--- src/hdl/itgg_pkg.sv ---
`default_nettype none
// ----------------------------------------------------------------------------
// itgg_pkg
// Shared types, constants and the grid shape function of the tile grid block.
// ----------------------------------------------------------------------------
package itgg_pkg;

  localparam int DIM_BITS       = 16;  // image and tile size fields
  localparam int CNT_BITS       = 7;   // tile count, grid columns and rows
  localparam int ID_BITS        = 6;   // tile number field
  localparam int MODE_BITS      = 2;
  localparam int CFG_IDX_BITS   = 2;
  localparam int DIV_CNT_BITS   = 4;   // one quotient bit per step, DIM_BITS steps
  localparam int ROOT_MAX       = 8;   // largest floor root of a count up to 64
  localparam int DEF_MAX_TILES  = 64;
  localparam int DEF_COORD_BITS = 16;

  localparam logic [DIM_BITS-1:0]  RST_IMAGE_WIDTH  = 16'd1920;
  localparam logic [DIM_BITS-1:0]  RST_IMAGE_HEIGHT = 16'd1080;

  typedef enum logic [MODE_BITS-1:0] {
    MODE_VERTICAL   = 2'd0,
    MODE_HORIZONTAL = 2'd1,
    MODE_RECT       = 2'd2,
    MODE_SINGLE     = 2'd3
  } tiling_mode_t;

  typedef enum logic [CFG_IDX_BITS-1:0] {
    REG_TILING_MODE  = 2'd0,
    REG_IMAGE_WIDTH  = 2'd1,
    REG_IMAGE_HEIGHT = 2'd2
  } cfg_reg_t;

  typedef enum logic [2:0] {
    ST_IDLE,
    ST_SETUP,
    ST_DIV_W,
    ST_DIV_H,
    ST_EMIT
  } ctrl_state_t;

  typedef struct packed {
    logic [CNT_BITS-1:0] cols;
    logic [CNT_BITS-1:0] rows;
  } grid_t;

  // Controller to datapath.
  typedef struct packed {
    logic load_grid;
    logic start_div_w;
    logic start_div_h;
    logic capture_w;
    logic capture_h;
    logic emit;
  } ctrl_cmd_t;

  // Datapath to controller.
  typedef struct packed {
    logic grid_empty;
    logic div_done;
    logic div_busy;
    logic last_pos;
    logic out_free;
  } dp_status_t;

  // Grid shape for a saturated count. Rectangles use the floor root when the
  // count is a perfect square, else the root rounded up to a power of two.
  function automatic grid_t calc_grid(input tiling_mode_t mode,
                                      input logic [CNT_BITS-1:0] count);
    grid_t g;
    logic [CNT_BITS-1:0] s;
    logic [CNT_BITS-1:0] sq;
    g = '0;
    s = '0;
    for (int i = 1; i <= ROOT_MAX; i++) begin
      if ((i * i) <= int'(count)) begin
        s = CNT_BITS'(i);
      end
    end
    sq = CNT_BITS'(int'(s) * int'(s));
    case (mode)
      MODE_VERTICAL: begin
        g.cols = count;
        g.rows = CNT_BITS'(1);
      end
      MODE_HORIZONTAL: begin
        g.cols = CNT_BITS'(1);
        g.rows = count;
      end
      MODE_RECT: begin
        if (sq == count) begin
          g.cols = s;
          g.rows = s;
        end else if (s <= CNT_BITS'(1)) begin
          g.cols = CNT_BITS'(1);
          g.rows = count;
        end else if (s <= CNT_BITS'(2)) begin
          g.cols = CNT_BITS'(2);
          g.rows = count >> 1;
        end else if (s <= CNT_BITS'(4)) begin
          g.cols = CNT_BITS'(4);
          g.rows = count >> 2;
        end else begin
          g.cols = CNT_BITS'(8);
          g.rows = count >> 3;
        end
      end
      default: begin
        g.cols = CNT_BITS'(1);
        g.rows = CNT_BITS'(1);
      end
    endcase
    return g;
  endfunction

endpackage : itgg_pkg
`default_nettype wire

--- src/hdl/itgg_in_if.sv ---
`default_nettype none
// ----------------------------------------------------------------------------
// itgg_in_if
// Request channel: one beat carries the requested tile count.
// ----------------------------------------------------------------------------
interface itgg_in_if import itgg_pkg::*; ();
  logic                valid;
  logic                ready;
  logic [CNT_BITS-1:0] tile_count;

  modport source (output valid, output tile_count, input ready);
  modport sink   (input valid, input tile_count, output ready);
endinterface : itgg_in_if
`default_nettype wire

--- src/hdl/itgg_out_if.sv ---
`default_nettype none
// ----------------------------------------------------------------------------
// itgg_out_if
// Tile channel: one beat carries one tile of the grid.
// ----------------------------------------------------------------------------
interface itgg_out_if import itgg_pkg::*; ();
  logic                valid;
  logic                ready;
  logic [ID_BITS-1:0]  tile_id;
  logic [DIM_BITS-1:0] origin_x;
  logic [DIM_BITS-1:0] origin_y;
  logic [DIM_BITS-1:0] tile_width;
  logic [DIM_BITS-1:0] tile_height;
  logic                last_tile;

  modport source (output valid, output tile_id, output origin_x, output origin_y,
                  output tile_width, output tile_height, output last_tile,
                  input ready);
  modport sink   (input valid, input tile_id, input origin_x, input origin_y,
                  input tile_width, input tile_height, input last_tile,
                  output ready);
endinterface : itgg_out_if
`default_nettype wire

--- src/hdl/image_tile_grid_generator.sv ---
`default_nettype none
// ----------------------------------------------------------------------------
// image_tile_grid_generator
// Splits the configured image into a grid of tiles for each requested count.
// ----------------------------------------------------------------------------
// Each beat on in_ch carries a tile count; the block answers with one beat per
// tile on out_ch, in row-major order, each giving the tile number, its origin,
// its size and a flag on the final tile. Counts above MAX_TILES saturate. A
// count of zero gives no tiles, except in single-tile mode, which always gives
// one tile covering the whole image. A request that gives no tiles ends once
// its grid shape settles; otherwise the shared divider gives the tile width
// and then the tile height, one quotient bit per cycle, and the tiles follow
// one per cycle while the sink keeps up. Requests are handled one at a time;
// the next request is taken once the last tile sits in the output register.
// Configuration: cfg_we writes cfg_wdata to register cfg_index (0 tiling
// mode, 1 image width, 2 image height); write only while no request is open.
// ----------------------------------------------------------------------------
module image_tile_grid_generator import itgg_pkg::*; #(
  parameter int MAX_TILES  = DEF_MAX_TILES,
  parameter int COORD_BITS = DEF_COORD_BITS
) (
  input  wire logic                    clk,
  input  wire logic                    rst_n,
  input  wire logic                    cfg_we,
  input  wire logic [CFG_IDX_BITS-1:0] cfg_index,
  input  wire logic [DIM_BITS-1:0]     cfg_wdata,
  itgg_in_if.sink                      in_ch,
  itgg_out_if.source                   out_ch
);

  ctrl_cmd_t  cmd;
  dp_status_t status;

  // Sequencer: owns the request handshake and issues datapath commands.
  itgg_ctrl u_ctrl (
    .clk      (clk),
    .rst_n    (rst_n),
    .in_valid (in_ch.valid),
    .in_ready (in_ch.ready),
    .status_i (status),
    .cmd_o    (cmd)
  );

  // Datapath: configuration, grid, divider, tile walk and output register.
  itgg_datapath #(
    .MAX_TILES  (MAX_TILES),
    .COORD_BITS (COORD_BITS)
  ) u_dp (
    .clk       (clk),
    .rst_n     (rst_n),
    .cfg_we    (cfg_we),
    .cfg_index (cfg_index),
    .cfg_wdata (cfg_wdata),
    .count_i   (in_ch.tile_count),
    .cmd_i     (cmd),
    .status_o  (status),
    .out_ch    (out_ch)
  );

  // A request beat closes the request window for the next cycle.
  a_busy_after_accept: assert property (@(posedge clk) disable iff (!rst_n)
    (in_ch.valid && in_ch.ready) |=> !in_ch.ready)
    else $error("request taken while the previous one was still open");

  // The divider is idle whenever a request is taken.
  a_div_idle_on_accept: assert property (@(posedge clk) disable iff (!rst_n)
    (in_ch.valid && in_ch.ready) |-> !status.div_busy)
    else $error("divider busy at request beat");

  // A tile beat that is not the last one is followed by the next tile at once.
  a_tiles_back_to_back: assert property (@(posedge clk) disable iff (!rst_n)
    (out_ch.valid && out_ch.ready && !out_ch.last_tile) |=> out_ch.valid)
    else $error("gap in tile stream before the last tile");

  // The tile walk ends with the tile that carries the last tile flag.
  a_last_ends_walk: assert property (@(posedge clk) disable iff (!rst_n)
    (cmd.emit && status.last_pos) |=> !cmd.emit)
    else $error("tile walk continued past the last tile");

endmodule : image_tile_grid_generator
`default_nettype wire

--- src/hdl/itgg_div.sv ---
`default_nettype none
// ----------------------------------------------------------------------------
// itgg_div
// Restoring divider: image size by grid count, one quotient bit per cycle.
// ----------------------------------------------------------------------------
module itgg_div import itgg_pkg::*; (
  input  wire logic                clk,
  input  wire logic                rst_n,
  input  wire logic                start_i,
  input  wire logic [DIM_BITS-1:0] dividend_i,
  input  wire logic [CNT_BITS-1:0] divisor_i,
  output logic                     busy_o,
  output logic                     done_o,
  output logic [DIM_BITS-1:0]      quotient_o
);

  logic                    busy_r, busy_nxt;
  logic                    done_r, done_nxt;
  logic [DIV_CNT_BITS-1:0] cnt_r, cnt_nxt;
  logic [DIM_BITS-1:0]     dvd_r, dvd_nxt;   // dividend shifts out, quotient in
  logic [CNT_BITS-1:0]     rem_r, rem_nxt;
  logic [CNT_BITS-1:0]     dsr_r, dsr_nxt;
  logic [CNT_BITS:0]       rem_shift;
  logic [CNT_BITS:0]       rem_diff;
  logic                    qbit;

  assign rem_shift = {rem_r, dvd_r[DIM_BITS-1]};
  assign rem_diff  = rem_shift - {1'b0, dsr_r};
  assign qbit      = (rem_shift >= {1'b0, dsr_r});

  always_comb begin
    busy_nxt = busy_r;
    done_nxt = 1'b0;
    cnt_nxt  = cnt_r;
    dvd_nxt  = dvd_r;
    rem_nxt  = rem_r;
    dsr_nxt  = dsr_r;
    if (start_i) begin
      busy_nxt = 1'b1;
      cnt_nxt  = DIV_CNT_BITS'(DIM_BITS - 1);
      dvd_nxt  = dividend_i;
      rem_nxt  = '0;
      dsr_nxt  = divisor_i;
    end else if (busy_r) begin
      dvd_nxt = {dvd_r[DIM_BITS-2:0], qbit};
      rem_nxt = qbit ? rem_diff[CNT_BITS-1:0] : rem_shift[CNT_BITS-1:0];
      if (cnt_r == '0) begin
        busy_nxt = 1'b0;
        done_nxt = 1'b1;
      end else begin
        cnt_nxt = cnt_r - DIV_CNT_BITS'(1);
      end
    end
  end

  always_ff @(posedge clk) begin
    if (!rst_n) begin
      busy_r <= 1'b0;
      done_r <= 1'b0;
      cnt_r  <= '0;
    end else begin
      busy_r <= busy_nxt;
      done_r <= done_nxt;
      cnt_r  <= cnt_nxt;
    end
    dvd_r <= dvd_nxt;
    rem_r <= rem_nxt;
    dsr_r <= dsr_nxt;
  end

  assign busy_o     = busy_r;
  assign done_o     = done_r;
  assign quotient_o = dvd_r;

endmodule : itgg_div
`default_nettype wire

--- src/hdl/itgg_datapath.sv ---
`default_nettype none
// ----------------------------------------------------------------------------
// itgg_datapath
// Configuration, grid shape, tile size division and tile walk with the
// output register.
// ----------------------------------------------------------------------------
module itgg_datapath import itgg_pkg::*; #(
  parameter int MAX_TILES  = DEF_MAX_TILES,
  parameter int COORD_BITS = DEF_COORD_BITS
) (
  input  wire logic                    clk,
  input  wire logic                    rst_n,
  input  wire logic                    cfg_we,
  input  wire logic [CFG_IDX_BITS-1:0] cfg_index,
  input  wire logic [DIM_BITS-1:0]     cfg_wdata,
  input  wire logic [CNT_BITS-1:0]     count_i,
  input  wire ctrl_cmd_t               cmd_i,
  output dp_status_t                   status_o,
  itgg_out_if.source                   out_ch
);

  tiling_mode_t        mode_r;
  logic [DIM_BITS-1:0] image_width_r;
  logic [DIM_BITS-1:0] image_height_r;

  logic [CNT_BITS-1:0]   cols_r, rows_r;
  logic [CNT_BITS-1:0]   cx_r, ry_r;
  logic [ID_BITS-1:0]    n_r;
  logic [DIM_BITS-1:0]   cell_w_r, cell_h_r;
  logic [COORD_BITS-1:0] ox_r, oy_r;

  logic                out_valid_r;
  logic [ID_BITS-1:0]  out_id_r;
  logic [DIM_BITS-1:0] out_ox_r, out_oy_r, out_w_r, out_h_r;
  logic                out_last_r;

  logic [CNT_BITS-1:0] count_sat;
  grid_t               grid;
  logic                div_start, div_busy, div_done;
  logic [DIM_BITS-1:0] div_dividend, div_quot;
  logic [CNT_BITS-1:0] div_divisor;
  logic                col_end, row_end;

  logic [COORD_BITS+DIM_BITS-1:0] cw_ext, ch_ext;
  logic [COORD_BITS+DIM_BITS-1:0] ox_ext, oy_ext;

  // Configuration writes; bits above a register's width drop.
  always_ff @(posedge clk) begin
    if (!rst_n) begin
      mode_r         <= MODE_RECT;
      image_width_r  <= RST_IMAGE_WIDTH;
      image_height_r <= RST_IMAGE_HEIGHT;
    end else if (cfg_we) begin
      case (cfg_index)
        REG_TILING_MODE:  mode_r         <= tiling_mode_t'(cfg_wdata[MODE_BITS-1:0]);
        REG_IMAGE_WIDTH:  image_width_r  <= cfg_wdata;
        REG_IMAGE_HEIGHT: image_height_r <= cfg_wdata;
        default: ;
      endcase
    end
  end

  assign count_sat = (int'(count_i) > MAX_TILES) ? CNT_BITS'(MAX_TILES) : count_i;
  assign grid      = calc_grid(mode_r, count_sat);

  assign div_start    = cmd_i.start_div_w | cmd_i.start_div_h;
  assign div_dividend = cmd_i.start_div_h ? image_height_r : image_width_r;
  assign div_divisor  = cmd_i.start_div_h ? rows_r : cols_r;

  itgg_div u_div (
    .clk        (clk),
    .rst_n      (rst_n),
    .start_i    (div_start),
    .dividend_i (div_dividend),
    .divisor_i  (div_divisor),
    .busy_o     (div_busy),
    .done_o     (div_done),
    .quotient_o (div_quot)
  );

  assign col_end = (cx_r == cols_r - CNT_BITS'(1));
  assign row_end = (ry_r == rows_r - CNT_BITS'(1));

  assign cw_ext = {{COORD_BITS{1'b0}}, cell_w_r};
  assign ch_ext = {{COORD_BITS{1'b0}}, cell_h_r};
  assign ox_ext = {{DIM_BITS{1'b0}}, ox_r};
  assign oy_ext = {{DIM_BITS{1'b0}}, oy_r};

  always_ff @(posedge clk) begin
    if (cmd_i.load_grid) begin
      cols_r <= grid.cols;
      rows_r <= grid.rows;
      cx_r   <= '0;
      ry_r   <= '0;
      n_r    <= '0;
      ox_r   <= '0;
      oy_r   <= '0;
    end else if (cmd_i.emit) begin
      n_r <= n_r + ID_BITS'(1);
      if (col_end) begin
        cx_r <= '0;
        ox_r <= '0;
        ry_r <= ry_r + CNT_BITS'(1);
        oy_r <= oy_r + ch_ext[COORD_BITS-1:0];
      end else begin
        cx_r <= cx_r + CNT_BITS'(1);
        ox_r <= ox_r + cw_ext[COORD_BITS-1:0];
      end
    end
    if (cmd_i.capture_w) cell_w_r <= div_quot;
    if (cmd_i.capture_h) cell_h_r <= div_quot;
  end

  // Output register: load a tile when the slot is empty or being drained.
  always_ff @(posedge clk) begin
    if (!rst_n) begin
      out_valid_r <= 1'b0;
    end else if (cmd_i.emit) begin
      out_valid_r <= 1'b1;
    end else if (out_ch.ready) begin
      out_valid_r <= 1'b0;
    end
    if (cmd_i.emit) begin
      out_id_r   <= n_r;
      out_ox_r   <= ox_ext[DIM_BITS-1:0];
      out_oy_r   <= oy_ext[DIM_BITS-1:0];
      out_w_r    <= cell_w_r;
      out_h_r    <= cell_h_r;
      out_last_r <= col_end & row_end;
    end
  end

  assign out_ch.valid       = out_valid_r;
  assign out_ch.tile_id     = out_id_r;
  assign out_ch.origin_x    = out_ox_r;
  assign out_ch.origin_y    = out_oy_r;
  assign out_ch.tile_width  = out_w_r;
  assign out_ch.tile_height = out_h_r;
  assign out_ch.last_tile   = out_last_r;

  assign status_o.grid_empty = (cols_r == '0) | (rows_r == '0);
  assign status_o.div_done   = div_done;
  assign status_o.div_busy   = div_busy;
  assign status_o.last_pos   = col_end & row_end;
  assign status_o.out_free   = ~out_valid_r | out_ch.ready;

endmodule : itgg_datapath
`default_nettype wire

--- src/hdl/itgg_ctrl.sv ---
`default_nettype none
// ----------------------------------------------------------------------------
// itgg_ctrl
// Request sequencer: shape the grid, divide twice, then walk the tiles.
// ----------------------------------------------------------------------------
module itgg_ctrl import itgg_pkg::*; (
  input  wire logic       clk,
  input  wire logic       rst_n,
  input  wire logic       in_valid,
  output logic            in_ready,
  input  wire dp_status_t status_i,
  output ctrl_cmd_t       cmd_o
);

  ctrl_state_t state_r, state_nxt;

  always_ff @(posedge clk) begin
    if (!rst_n) begin
      state_r <= ST_IDLE;
    end else begin
      state_r <= state_nxt;
    end
  end

  always_comb begin
    state_nxt = state_r;
    cmd_o     = '0;
    in_ready  = 1'b0;
    case (state_r)
      ST_IDLE: begin
        in_ready = 1'b1;
        if (in_valid) begin
          cmd_o.load_grid = 1'b1;
          state_nxt       = ST_SETUP;
        end
      end
      ST_SETUP: begin
        // drop requests that give an empty grid
        if (status_i.grid_empty) begin
          state_nxt = ST_IDLE;
        end else begin
          cmd_o.start_div_w = 1'b1;
          state_nxt         = ST_DIV_W;
        end
      end
      ST_DIV_W: begin
        if (status_i.div_done) begin
          cmd_o.capture_w   = 1'b1;
          cmd_o.start_div_h = 1'b1;
          state_nxt         = ST_DIV_H;
        end
      end
      ST_DIV_H: begin
        if (status_i.div_done) begin
          cmd_o.capture_h = 1'b1;
          state_nxt       = ST_EMIT;
        end
      end
      ST_EMIT: begin
        if (status_i.out_free) begin
          cmd_o.emit = 1'b1;
          if (status_i.last_pos) begin
            state_nxt = ST_IDLE;
          end
        end
      end
      default: begin
        state_nxt = ST_IDLE;
      end
    endcase
  end

endmodule : itgg_ctrl
`default_nettype wire
--- src/flat_wrapper.sv ---
// flat-port wrapper written by rule: the top's interface ports become plain ports
module image_tile_grid_generator_flat import itgg_pkg::*;
#(
  parameter int MAX_TILES  = DEF_MAX_TILES,
  parameter int COORD_BITS = DEF_COORD_BITS
)
  (clk, rst_n, cfg_we, cfg_index, cfg_wdata, in_ch_valid, in_ch_tile_count, in_ch_ready, out_ch_valid, out_ch_tile_id, out_ch_origin_x, out_ch_origin_y, out_ch_tile_width, out_ch_tile_height, out_ch_last_tile, out_ch_ready);
  itgg_in_if in_ch_i ();
  itgg_out_if out_ch_i ();
  input  wire logic clk;
  input  wire logic rst_n;
  input  wire logic cfg_we;
  input  wire logic [CFG_IDX_BITS-1:0] cfg_index;
  input  wire logic [DIM_BITS-1:0] cfg_wdata;
  input wire logic [$bits(in_ch_i.valid)-1:0] in_ch_valid;
  input wire logic [$bits(in_ch_i.tile_count)-1:0] in_ch_tile_count;
  output wire logic [$bits(in_ch_i.ready)-1:0] in_ch_ready;
  output wire logic [$bits(out_ch_i.valid)-1:0] out_ch_valid;
  output wire logic [$bits(out_ch_i.tile_id)-1:0] out_ch_tile_id;
  output wire logic [$bits(out_ch_i.origin_x)-1:0] out_ch_origin_x;
  output wire logic [$bits(out_ch_i.origin_y)-1:0] out_ch_origin_y;
  output wire logic [$bits(out_ch_i.tile_width)-1:0] out_ch_tile_width;
  output wire logic [$bits(out_ch_i.tile_height)-1:0] out_ch_tile_height;
  output wire logic [$bits(out_ch_i.last_tile)-1:0] out_ch_last_tile;
  input wire logic [$bits(out_ch_i.ready)-1:0] out_ch_ready;
  assign in_ch_i.valid = in_ch_valid;
  assign in_ch_i.tile_count = in_ch_tile_count;
  assign in_ch_ready = in_ch_i.ready;
  assign out_ch_valid = out_ch_i.valid;
  assign out_ch_tile_id = out_ch_i.tile_id;
  assign out_ch_origin_x = out_ch_i.origin_x;
  assign out_ch_origin_y = out_ch_i.origin_y;
  assign out_ch_tile_width = out_ch_i.tile_width;
  assign out_ch_tile_height = out_ch_i.tile_height;
  assign out_ch_last_tile = out_ch_i.last_tile;
  assign out_ch_i.ready = out_ch_ready;
  image_tile_grid_generator #(.MAX_TILES(MAX_TILES), .COORD_BITS(COORD_BITS)) u_core (.clk(clk), .rst_n(rst_n), .cfg_we(cfg_we), .cfg_index(cfg_index), .cfg_wdata(cfg_wdata), .in_ch(in_ch_i), .out_ch(out_ch_i));
endmodule
--- config.mk ---
export PLATFORM = sky130hd
export DESIGN_NAME = image_tile_grid_generator_flat
export DESIGN_NICKNAME = d
export VERILOG_FILES = /design/src/hdl/itgg_pkg.sv /design/src/hdl/itgg_in_if.sv /design/src/hdl/itgg_out_if.sv /design/src/hdl/image_tile_grid_generator.sv /design/src/hdl/itgg_div.sv /design/src/hdl/itgg_datapath.sv /design/src/hdl/itgg_ctrl.sv /design/src/flat_wrapper.sv
export SDC_FILE = /design/constraint.sdc
export NUM_CORES = 1
export LEC_CHECK = 0
export ABC_AREA = 1
export BUFFER_PORTS_ARGS = -buffer_cell sky130_fd_sc_hd__buf_2
export CORE_ASPECT_RATIO = 0.9
export CORE_MARGIN = 5
export CORE_UTILIZATION = 47
export CTS_CLUSTER_DIAMETER = 80
export CTS_CLUSTER_SIZE = 28
export DETAILED_ROUTE_END_ITERATION = 12
export MAX_ROUTING_LAYER = met4
export PLACE_DENSITY = 0.65
export SETUP_SLACK_MARGIN = 0.02
export SLEW_MARGIN = 20
export SYNTH_ARGS = -nofsm -noshare
export SYNTH_HDL_FRONTEND = slang
export SYNTH_SLANG_ARGS = --single-unit
--- constraint.sdc ---
create_clock -name clk -period 7 [get_ports clk]
set_input_delay 2.1 -clock clk [delete_from_list [all_inputs] [get_ports clk]]
set_output_delay 2.1 -clock clk [all_outputs]
set_load 0.05 [all_outputs]
==> Yosys cells after proc, flatten, opt, wreduce, memory -nomap -nowiden <==
Index checks and enable logic that the tools add are counted.
{ "word_totals": {"ff_bits": 243, "latch_bits": 0, "ram_bits": 0, "mem_bits_ro": 0, "input_bits": 30, "memories": 0} }
{ "classes": {"add_sub_neg": 9, "mul": 1, "div_mod_pow": 0, "order_cmp": 13, "n_eq_ne": 17, "shift": 0, "muxes": 48, "bitwise": 7, "reduce_logical": 15} }
{ "ops": {"columns": ["operator", "count"], "rows": [
  ["2-to-1 mux 7 bit", 11],
  ["2-to-1 mux 16 bit", 4],
  ["one-hot mux 14 bit (3 select lines)", 1],
  ["2-to-1 mux 11 bit", 3],
  ["adder 16 bit", 2],
  ["equality test 7 bit", 3],
  ["2-to-1 mux 1 bit", 16],
  ["2-to-1 mux 3 bit", 5],
  ["one-hot mux 3 bit (5 select lines)", 1],
  ["adder 7 x 1 -> 7 bit, second input constant", 2],
  ["<= comparator 5 x 7 -> 1 bit, first input constant", 2],
  ["<= comparator 6 x 7 -> 1 bit, first input constant", 2],
  ["zero test 7 bit", 2],
  ["2-to-1 mux 14 bit", 1],
  ["subtractor 7 x 1 -> 7 bit, second input constant", 2],
  ["2-to-1 mux 4 bit", 3],
  ["AND reduction 2 bit", 5],
  [">= comparator 8 x 7 -> 1 bit", 1],
  ["!= test 2 bit, second input constant", 4],
  ["> comparator 7 bit, second input constant", 1],
  ["<= comparator 1 x 7 -> 1 bit, first input constant", 1],
  ["<= comparator 3 x 7 -> 1 bit, first input constant", 1],
  ["<= comparator 4 x 7 -> 1 bit, first input constant", 1],
  ["<= comparator 7 x 1 -> 1 bit, second input constant", 1],
  ["other kinds (23)", 35]
]} }

==> Logic depth before layout (Yosys ltp) <==
{ "logic_depth": {"word_depth": 17, "depth_mapped": 23, "mapped_depth_nobuf": 23} }

==> Hierarchy <==
A second synthesis with hierarchy kept.
{ "unflattened": {"hier_cells": 1282, "hier_area_um2": 11816.3} }
{ "by_module_without_submodules": {"columns": ["module", "n_inst", "cells_each", "area_per_inst_um2"], "rows": [
  ["itgg_datapath", 1, 1024, 9738.1],
  ["itgg_div", 1, 221, 1846.8],
  ["itgg_ctrl", 1, 37, 231.5]
]} }

==> Worst setup path before layout <==
Ideal clock, no wire load.
{ "synth_path": {"path_type": "input to register", "startpoint": "input out_ch_ready", "endpoint": "register u_core.u_dp.oy_r[12]", "setup_time_ns": 0.119, "arrival_ns": 4.925, "required_time_ns": 6.881, "slack_ns": 1.956, "cell_stages": 9, "n_path_buf": 1, "cell_sequence": "nor2_1 -> inv_1 -> nand2_1 -> clkinv_1 -> nand2_1 -> clkbuf_1 -> a21oi_1 -> o21ai_0 -> nand2_1"} }
{ "synth_lines": {"columns": ["element", "line_no", "text"], "rows": [
  ["start: declaration", "flat_wrapper.sv:25", "input wire logic [$bits(out_ch_i.ready)-1:0] out_ch_ready;"],
  ["end signal: assignment", "itgg_datapath.sv:104", "oy_r <= oy_r + ch_ext[COORD_BITS-1:0];"],
  ["end: declaration", "itgg_datapath.sv:30", "logic [COORD_BITS-1:0] ox_r, oy_r;"]
]} }

==> flow_metrics.env <==
export IMPL_crit_path_frequent_cell="nand2_1"
export IMPL_die_height_um=157
export IMPL_viasPerCell=5.21
export IMPL_clk_pin_slew_ns=0.10
export IMPL_drtIter0Drc=599
export IMPL_setup_viol=0
export IMPL_die_area_um2=27200
export IMPL_gp_congestion=0.872
export IMPL_htreeDepth=1
export IMPL_synth_top_flop_cell="edfxtp_1"
export IMPL_synthXorXnorAreaFrac_pct=3.34
export IMPL_tritoncts="done"
export IMPL_ys_seq_area_share_pct=55.5
export IMPL_ctsHoldBuffers=0
export IMPL_io_pins=103
export IMPL_coreArea_um2=23500
export IMPL_ys_types=51
export IMPL_crit_slowest_cell="fa_1"
export IMPL_drc=0
export IMPL_synthMostInstantiatedCell="nand2_1"
export IMPL_synth_fa_ha_area_share_pct=5.92
export IMPL_antenna_left=0
export IMPL_cp_required_ns=7.24
export IMPL_cpLargestDelayFamily="simple AND/OR/NAND/NOR gates"
export IMPL_wl_um=24700
export IMPL_drv_slew=0
export IMPL_rrSetupSlack_ns=4.01
export IMPL_critPathLaunchType="input port"
export IMPL_synth_largest_area_cell="edfxtp_1"
export IMPL_synthMuxAreaShare_pct=0
export IMPL_hp_class="flip-flop to flip-flop"
export IMPL_status="finished clean"
export IMPL_nNetsFinal=1380
export IMPL_powerDensity_nw_per_um2=254
export IMPL_cts_setup_buffers=0
export IMPL_seqCellArea_um2=6270
export IMPL_drive_gt1_share_pct=13.0
export IMPL_fin_crit_ns=4.88
export IMPL_finalHoldViolCount=0
export IMPL_grt_pass1_vias=7814
export IMPL_crit_chain="buf_2, inv_2, nand2_2, nor2_1, nand2_1, nand2_1, nand4_1, nand3_2, nand2_1, a21oi_1, inv_1, fa_1, xor2_1, inv_1, nor2_1, nor4_1, nand2_1, nor2_4, nand4_1, nand3_1, nand2_1"
export IMPL_synth_edff_count=140
export IMPL_areaGrowthSynthToFinish_pct=11.1
export IMPL_syn_area_um2=11300
export IMPL_finClkSkew_ns=0.0197
export IMPL_rsz0062_at_grt="false"
export IMPL_final_area_um2=12500
export IMPL_place_area_um2=12100
export IMPL_synth_area_top_cells="edfxtp_1 (37%), dfxtp_1 (18%), nand2_1 (8.0%)"
export IMPL_max_freq_mhz=205
export IMPL_async_reset_ff_share_pct=0
export IMPL_synthCells=1200
export IMPL_dr_pass1_iters=5
export IMPL_wl_per_cell_um=15.3
export IMPL_synth_compound_area_share_pct=12.4
export IMPL_n_fill_cell=2194
export IMPL_critPathMaxStageDelay_ns=0.43
export IMPL_crit_fanout=12
export IMPL_start_util_pct=48.1
export IMPL_grt_util_all_layers_pct=18.4
export IMPL_ys_ff_latch=243
export IMPL_arrival_ns=5.12
export IMPL_clkLatencyLatePin_ns=0.49
export IMPL_syn_avg_cell_area_um2=9.40
export IMPL_clkSinkCount=243
export IMPL_antenna_found_initial=0
export IMPL_worstSetupPathType="input port to flip-flop"
export IMPL_port_buffers=102
export IMPL_placementRows=53
export IMPL_crit_buf_inv=4
export IMPL_cp_end_kind="flip-flop"
export IMPL_die_w_um=173
export IMPL_vias=8374
export IMPL_setup_slack_ns=2.12
export IMPL_synth_top_cell_area_share_pct=37.3
export IMPL_synthTopCellsByCount="nand2_1 (241), edfxtp_1 (140), a21oi_1 (120)"
export IMPL_drv_cap=0
export IMPL_synth_top_family_by_area="simple AND/OR/NAND/NOR gates"
export IMPL_clock_root_buffer="clkbuf_16"
export IMPL_num_antenna_cells=0
export IMPL_min_period_over_period_pct=69.7
export IMPL_clock_path_buffers=3
export IMPL_cts_buffers=13
export IMPL_post_cts_resize_count=0
export IMPL_p_leak_uw=0.00533
export IMPL_worst_pin_slew_ns=0.968
export IMPL_grt_max_degree=80
export IMPL_ys_warn_count=0
export IMPL_dp_worst_setup_slack_ns=1.61
export IMPL_multi_input_area_um2=4450
export IMPL_place_hpwl_um=17900
export IMPL_synth_simple_gate_area_share_pct=17.6
export IMPL_grt_overflow_total=0
export IMPL_peakVddDrop_mv=0.149
export IMPL_relSlewSlack_pct=35.4
export IMPL_totalNegativeSetupSlack_ns=0
export IMPL_grt_pass1_wl_um=40400
-- registers in the layout (all words and copies together), names as in the netlist, 4 cells and up --
register / flops
u_core.u_dp.ry_r: 7
u_core.u_dp.cx_r: 7
u_core.u_dp.cell_h_r: 16
u_core.u_dp.cols_r: 7
u_core.u_dp.cell_w_r: 16
u_core.u_dp.oy_r: 16
u_core.u_dp.ox_r: 16
u_core.u_dp.u_div.cnt_r: 4
u_core.u_dp.u_div.rem_r: 7
u_core.u_dp.out_ch.tile_width: 16
u_core.u_dp.out_ch.origin_y: 16
u_core.u_dp.u_div.dsr_r: 7
u_core.u_dp.out_ch.origin_x: 16
u_core.u_dp.image_height_r: 16
u_core.u_dp.rows_r: 7
u_core.u_dp.out_ch.tile_id: 6
u_core.u_dp.n_r: 6
u_core.u_dp.out_ch.tile_height: 16
u_core.u_dp.image_width_r: 16
u_core.u_dp.u_div.quotient_o: 16
-- stage by stage --
| step | total power (µW) | util [%] | hold WS, ns | instances |
|---|---|---|---|---|
| after floorplan | 2200 | - | 0.408 | 1201 |
| after global placement | 2360 | 51.7 | 0.416 | 1586 |
| after detailed placement | 2380 | 51.7 | 0.424 | 1586 |
| after CTS | 3210 | 53.4 | 0.448 | 1608 |
| after global routing | 3360 | 53.4 | 0.472 | 1608 |
| final | 3180 | 53.4 | 0.442 | 1608 |
-- path summary, 6_finish.rpt --
kind / to / start / depth (start not counted)
worst max-delay path: u_core.u_dp.rows_r[1] / in_ch_tile_count[6] / 21
worst min-delay path: u_core.u_dp.out_ch.tile_id[5] / u_core.u_dp.n_r[5] / 0
worst max register to register: u_core.u_dp.u_div.quotient_o[10] / u_core.u_ctrl.state_r[2] / 8
worst min register to register: u_core.u_dp.out_ch.tile_id[5] / u_core.u_dp.n_r[5] / 0
-- placed cells by master (no fill, tap or decap), drive strengths merged, types with 4 or more instances in the layout --
master | Yosys | routed
nand2 | 252 | 252
edfxtp | 140 | 140
inv | 125 | 130
a21oi | 121 | 121
buf | 6 | 110
dfxtp | 103 | 103
nor2 | 93 | 93
o21ai | 83 | 83
nand3 | 54 | 54
ha | 47 | 47
xor2 | 29 | 29
a31oi | 19 | 19
nor3 | 19 | 19
clkbuf | 21 | 16
xnor2 | 14 | 14
nand4 | 13 | 13
o21bai | 7 | 7
nor4 | 7 | 7
or2 | 7 | 7
o211ai | 6 | 6
o22ai | 5 | 5
nand3b | 4 | 4
fa | 4 | 4
-- metal layers --
layer | GRT usage (%) | wire length, µm | up-vias | part of all wire (%)
li1 | - | - | 4295 | -
met1 | 26.1 | 11900 | 3853 | 48
met2 | 28.8 | 11000 | 201 | 45
met3 | 2.43 | 1250 | 25 | 5.1
met4 | 3.99 | 494 | 0 | 2.0
met5 | - | 0 | - | 0
-- worst register-to-register path, delay by kind of cell (launching register included) --
kind / cells / cell delay (ns)
simple gates: 4 / 1.15
flops: 1 / 0.36
buf+inv: 4 / 1.11
-- logic make-up (layout without fill, tap and decap cells) --
family	Yosys count	count (layout)
buf+inv	154	259
other cells	1	2
flops	243	243
compound gates	254	254
xor+xnor	43	43
simple gates	454	454
fa+ha+maj	51	51
-- area by class of cell --
| class | count | area share, % |
|---|---|---|
| flip-flops and latches | 243 | 50.0 |
| multi-input cells | 804 | 35.5 |
| repair buffers | 110 | 4.55 |
| inverters | 127 | 3.80 |
| well taps | 302 | 3.01 |
| clock buffers | 16 | 2.76 |
| clock inverters | 6 | 0.439 |
-- power by group --
part,internal (µW),total (µW),leakage [µW],switching [µW]
logic,192,582,0.00293,391
registers,1680,1770,0.00220,98.6
clock network,370,828,0.000196,458
total,2240,3180,0.00533,947
(Power assumes the default switching activity.)
